<file path="config.mk">
export PLATFORM = sky130hd
export DESIGN_NAME = gwc_mac
export DESIGN_NICKNAME = d
export VERILOG_FILES = /design/src/hw/rtl/gwc_pkg.sv /design/src/hw/rtl/gwc_mac.sv
export SDC_FILE = /design/constraint.sdc
export NUM_CORES = 1
export LEC_CHECK = 0
export BUFFER_PORTS_ARGS = -buffer_cell sky130_fd_sc_hd__clkbuf_2
export CORE_AREA = 2 2 180 129
export CTS_BUF_LIST = sky130_fd_sc_hd__clkbuf_4
export DETAILED_ROUTE_END_ITERATION = 8
export DIE_AREA = 0 0 182 131
export GPL_ROUTABILITY_DRIVEN = 0
export PLACE_DENSITY = 0.89
export SLEW_MARGIN = 20
export SYNTH_ARGS = -nofsm -noshare
export SYNTH_HDL_FRONTEND = slang
export SYNTH_SLANG_ARGS = --single-unit
</file>
<file path="constraint.sdc">
create_clock -name clock -period 12.8 [get_ports clock]
set_clock_uncertainty 0.15 [all_clocks]
set_input_delay 1.28 -clock clock [delete_from_list [all_inputs] [get_ports clock]]
set_output_delay 1.28 -clock clock [all_outputs]
set_load 0.02 [all_outputs]
</file>
<file path="src/hw/rtl/gwc_pkg.sv">
// shared types, codes and defaults for the gaussian window convolution block
`default_nettype none

package gwc_pkg;

   localparam int DEF_MAX_RADIUS = 12;
   localparam int DEF_MAX_WIDTH  = 1024;
   localparam int DEF_MAX_HEIGHT = 1024;

   localparam int CSR_DATA_W = 11;
   localparam int CSR_IDX_W  = 2;
   localparam int CMD_W      = 2;
   localparam int PIX_W      = 16;
   localparam int WGT_W      = 16;
   localparam int SLOT_W     = 10;
   localparam int POS_OUT_W  = 10;
   localparam int REQ_DATA_W = 48;
   localparam int RSP_DATA_W = 40;

   localparam logic [CMD_W-1:0] CMD_LOAD   = 2'd0;
   localparam logic [CMD_W-1:0] CMD_PIXEL  = 2'd1;
   localparam logic [CMD_W-1:0] CMD_FLUSH  = 2'd2;
   localparam logic [CMD_W-1:0] CMD_UNUSED = 2'd3;

   localparam logic [CSR_IDX_W-1:0] CSR_WIDTH  = 2'd0;
   localparam logic [CSR_IDX_W-1:0] CSR_HEIGHT = 2'd1;
   localparam logic [CSR_IDX_W-1:0] CSR_RADIUS = 2'd2;

   typedef enum logic [2:0] {
      ST_IDLE,
      ST_SETUP,
      ST_START,
      ST_TAPS,
      ST_DRAIN,
      ST_STORE,
      ST_CHECK,
      ST_EMIT
   } state_type;

   typedef struct packed {
      logic clear;
      logic valid;
   } mac_ctl_type;

endpackage

`default_nettype wire

</file>
<file path="src/hw/rtl/gwc_mac.sv">
// multiply-accumulate of window taps with rounding and saturation
`default_nettype none

module gwc_mac #(
   parameter int ACC_W = 42
) (
   input  wire                    clock,
   input  wire                    reset,
   input  gwc_pkg::mac_ctl_type   ctl,
   input  wire [15:0]             weight,
   input  wire [15:0]             pixel,
   output logic                   busy,
   output logic [15:0]            result
);
   import gwc_pkg::*;

   logic [31:0]      prod_ff;
   logic             prod_v_ff;
   logic [ACC_W-1:0] acc_ff;
   logic [ACC_W:0]   rounded;

   always_ff @(posedge clock) begin
      if (reset || ctl.clear) begin
         prod_v_ff <= 1'b0;
      end else begin
         prod_v_ff <= ctl.valid;
      end
      prod_ff <= weight * pixel;
   end

   always_ff @(posedge clock) begin
      if (ctl.clear) begin
         acc_ff <= '0;
      end else if (prod_v_ff) begin
         acc_ff <= acc_ff + ACC_W'(prod_ff);
      end
   end

   always_comb begin
      rounded = ({1'b0, acc_ff} + (ACC_W+1)'(32768)) >> 16;
      if (rounded > (ACC_W+1)'(65535)) begin
         result = 16'hffff;
      end else begin
         result = rounded[15:0];
      end
   end

   assign busy = prod_v_ff;

endmodule

`default_nettype wire

</file>
==> impl_summary.log <==
[metrics] TritonRoute pass-1 iters: 6
[metrics] Power Internal: 1.74 mW
[metrics] total global routing track utilization: 0.270
[metrics] total cell area at the placement stage: 13400 um^2
[metrics] proportion of power drawn by flip-flops and latches: 0.099
[metrics] Hold Path Depth: 2
[metrics] Final Net Count: 1894
[metrics] initial core utilization: 0.586
[metrics] final period demand of the worst path: 7.12 ns
[metrics] Hold Path Origin: acc_ff[8]
[metrics] total wire length after detailed routing: 29.9 mm
[metrics] final core utilization: 0.609
[metrics] Die Ht: 131 um
[metrics] share of the clock period used by the worst path after layout: 0.556
[metrics] fraction of synthesis flops using an asynchronous set or reset pin: 0
[metrics] Synth-to-Final Area Change: 3.99%
[metrics] classification of the worst setup path: primary input to flop
[metrics] Commonest cells post-synth: sky130_fd_sc_hd__inv_1, sky130_fd_sc_hd__nand2_1, sky130_fd_sc_hd__fa_1, sky130_fd_sc_hd__ha_1, sky130_fd_sc_hd__and2_1
[metrics] worst-case clock buffer depth: 2
[metrics] most repeated cell in the gate-level netlist after synthesis: sky130_fd_sc_hd__inv_1
[metrics] number of vias per cell: 5.84
[metrics] setup repair after global routing missed its margin: no
[metrics] Die Footprint: 23800 um^2
[metrics] Synth warnings: 0
[metrics] startpoint types: primary input
[metrics] Post-Route Setup TNS: 0 ns
[metrics] Final Slew Violations: 0
[metrics] post-detailed-route wirelength per cell: 16.4 um
[metrics] synth top area cells: sky130_fd_sc_hd__fa_1, sky130_fd_sc_hd__ha_1, sky130_fd_sc_hd__dfxtp_1
[metrics] Inst Count DP: 1803
[metrics] destination of the worst hold path: acc_ff[8]
[metrics] leading area contributor after synthesis: sky130_fd_sc_hd__fa_1
[metrics] count of input and output buffers: 52
[metrics] synthesized instance count: 1527
[metrics] DRC violations left: 0
[metrics] Cell Area, Synth: 13000 um^2
[metrics] pin count of the biggest net entering global routing: 44
[metrics] number of vias in the routed layout: 10600
[metrics] RR Startpoint: acc_ff[0]
[metrics] timing startpoint of the critical path: weight[9]
[metrics] number of hold violations in the final report: 0
[metrics] worst reg-to-reg path cell count: 11
[metrics] number of global-route vias before repair: 11200
[metrics] die span in x: 182 um
[metrics] number of enable flip-flop cells after synthesis: 0
[metrics] remaining antenna violation count after routing: 0
[metrics] Final Setup Violations: 0
[metrics] Max Fanout on Critical Path: 16
[metrics] result of the run: finished clean
[metrics] Clk network pwr share: 0.043
[metrics] number of rows created at floorplan: 46
[metrics] number of instances resized during post-cts repair: 0
[metrics] fraction of final layout cells with drive strength greater than 1: 0.0523
[metrics] number of clock sinks seen by CTS: 75
[metrics] CTS Buf Count: 9
[metrics] sum of internal, switching and leakage power: 3.74 mW
[metrics] fraction of the yosys area taken by sequential cells: 0.115
[metrics] sw frac: 0.533
[metrics] relative slew slack: 0.344
[metrics] later-pin clock latency in the skew report: 0.44 ns
[metrics] Worst-Margin Slew: 0.985 ns
[metrics] non-filler cells, final: 1818
[metrics] combinational group share of total power: 0.857
[metrics] Root Driver: sky130_fd_sc_hd__clkbuf_4
[metrics] maximum frequency from static timing analysis: 140 MHz
[metrics] Crit path required time: 13.03 ns
[metrics] core box area: 22200 um^2
[metrics] Detailed Route Iter0 Violations: 843
[metrics] Lkg Pwr: 6.75 nW
[metrics] H-tree depth: 3
[metrics] top-area cell type share of the netlist area: 0.300
[metrics] Overflow after GRT: 0
[metrics] Distinct cells, synth: 62
[metrics] CTS clock-pin slew for the worst setup and hold paths: 0.12 ns
[metrics] Final Instance Area: 13500 um^2
[metrics] worst r2r dst: acc_ff[40]
[metrics] final HPWL from detailed placement: 24.0 mm
[metrics] pre-CTS worst setup slack: 5.32 ns
[metrics] initial antenna violation count: 1
[metrics] element type at the critical path end: flop
[metrics] I/O pins: 53
[metrics] Post-Synthesis Net Count: 1895
[metrics] Hold WC Path Type: flop to flop
[metrics] Peak VDD IR: 0.396 mV
[metrics] number of hold buffers added after cts: 0
[metrics] flop2flop setup slack: 9.46 ns
[metrics] worst hold slack after final layout: 0.352 ns
[metrics] number of max-capacitance violations reported: 0
[metrics] total power density per cell area: 276 nW/um^2
[metrics] CTS tree: built
[metrics] global-route wire length before repair: 52.2 mm
[metrics] worst path setup slack after routing: 5.68 ns
[metrics] total net switching power: 1.99 mW
[metrics] number of buffers added for setup after CTS: 0
[metrics] per-instance average area after synthesis: 8.52 um^2
[metrics] most instantiated flip-flop cell in the synthesis netlist: sky130_fd_sc_hd__dfxtp_1
[metrics] count of state elements after synthesis: 75
[metrics] worst endpoint data arrival time: 7.35 ns
critical path, stage by stage:
cell                       delay [ns]
sky130_fd_sc_hd__clkbuf_2        0.27
sky130_fd_sc_hd__and2_1          0.25
sky130_fd_sc_hd__fa_1            0.53
sky130_fd_sc_hd__inv_1           0.06
sky130_fd_sc_hd__fa_1            0.54
sky130_fd_sc_hd__inv_1           0.06
sky130_fd_sc_hd__fa_1            0.55
sky130_fd_sc_hd__fa_1            0.47
sky130_fd_sc_hd__fa_1            0.56
sky130_fd_sc_hd__inv_1           0.06
sky130_fd_sc_hd__fa_1            0.52
sky130_fd_sc_hd__inv_1           0.04
sky130_fd_sc_hd__ha_1            0.43
sky130_fd_sc_hd__nand4_1         0.17
sky130_fd_sc_hd__inv_1           0.09
sky130_fd_sc_hd__nand4_1         0.13
sky130_fd_sc_hd__nand3b_1        0.25
sky130_fd_sc_hd__a311oi_2        0.46
sky130_fd_sc_hd__a21oi_1         0.17
sky130_fd_sc_hd__o31ai_1         0.27
sky130_fd_sc_hd__xor2_1          0.17
power groups by stage:
stage	Combinational (mW)	Sequential [mW]	Clock, mW
3_5_place_dp	3.14	0.375	0
2_1_floorplan	2.52	0.362	0
4_1_cts	3.18	0.370	0.165
6_report	3.20	0.371	0.162
3_3_place_gp	3.01	0.374	0
5_1_grt	3.65	0.376	0.177
kinds of logic after synthesis:
| kind of cell | count (synthesis) | synth area share |
|---|---|---|
| AO/OA/AOI/OAI | 222 | 0.110 |
| XOR/XNOR | 73 | 0.0491 |
| adder cells (fa/ha/maj) | 332 | 0.432 |
| multiplexers | 20 | 0.0156 |
| flip-flops | 75 | 0.115 |
| AND/OR/NAND/NOR | 490 | 0.186 |
| buffers and inverters | 315 | 0.0920 |
registers in the layout, summed over array words and instances, names as in the netlist:
register,cells
acc_ff,42
prod_ff,32
busy,1
placed cells by master (no fill, tap or decap), drive strengths merged, types with 7 or more instances in the layout:
cell type	count
inv	250
nand2	199
fa	195
ha	137
and2	126
dfxtp	75
a21oi	71
nor2	64
clkbuf	61
xnor2	48
o21ai	44
nand3	27
xor2	25
a21o	21
nand4	18
mux2i	18
and3	15
a31oi	13
a211oi	12
o21a	10
o21bai	9
nor3	8
nor2b	7
area by class of cell:
class	instances	area [um^2]
fillers	1814	8690
flip-flops and latches	75	1500
multi-input cells	1137	10300
clock buffers	9	67.6
clock inverters	5	80.1
repair buffers	53	268
inverters	250	938
well taps	288	360
diodes	1	2.50
routing by layer:
metal / up-vias / global-route usage / wire length, um
met4: 0 / 0.0825 / 720
met3: 74 / 0.0507 / 2450
li1: 4878 / - / -
met1: 5181 / 0.343 / 12200
met2: 491 / 0.474 / 14500
met5: - / 0 / 0
worst max path at each step:
| stage | slack [ns] | endpoint |
|---|---|---|
| after detailed placement | 5.32 | prod_ff[26] |
| final | 5.68 | prod_ff[28] |
| after global routing | 5.39 | prod_ff[28] |
| after floorplan | 5.77 | prod_ff[27] |
| after CTS | 5.78 | prod_ff[28] |
| after global placement | 5.46 | prod_ff[27] |
(Power assumes the default switching activity.)
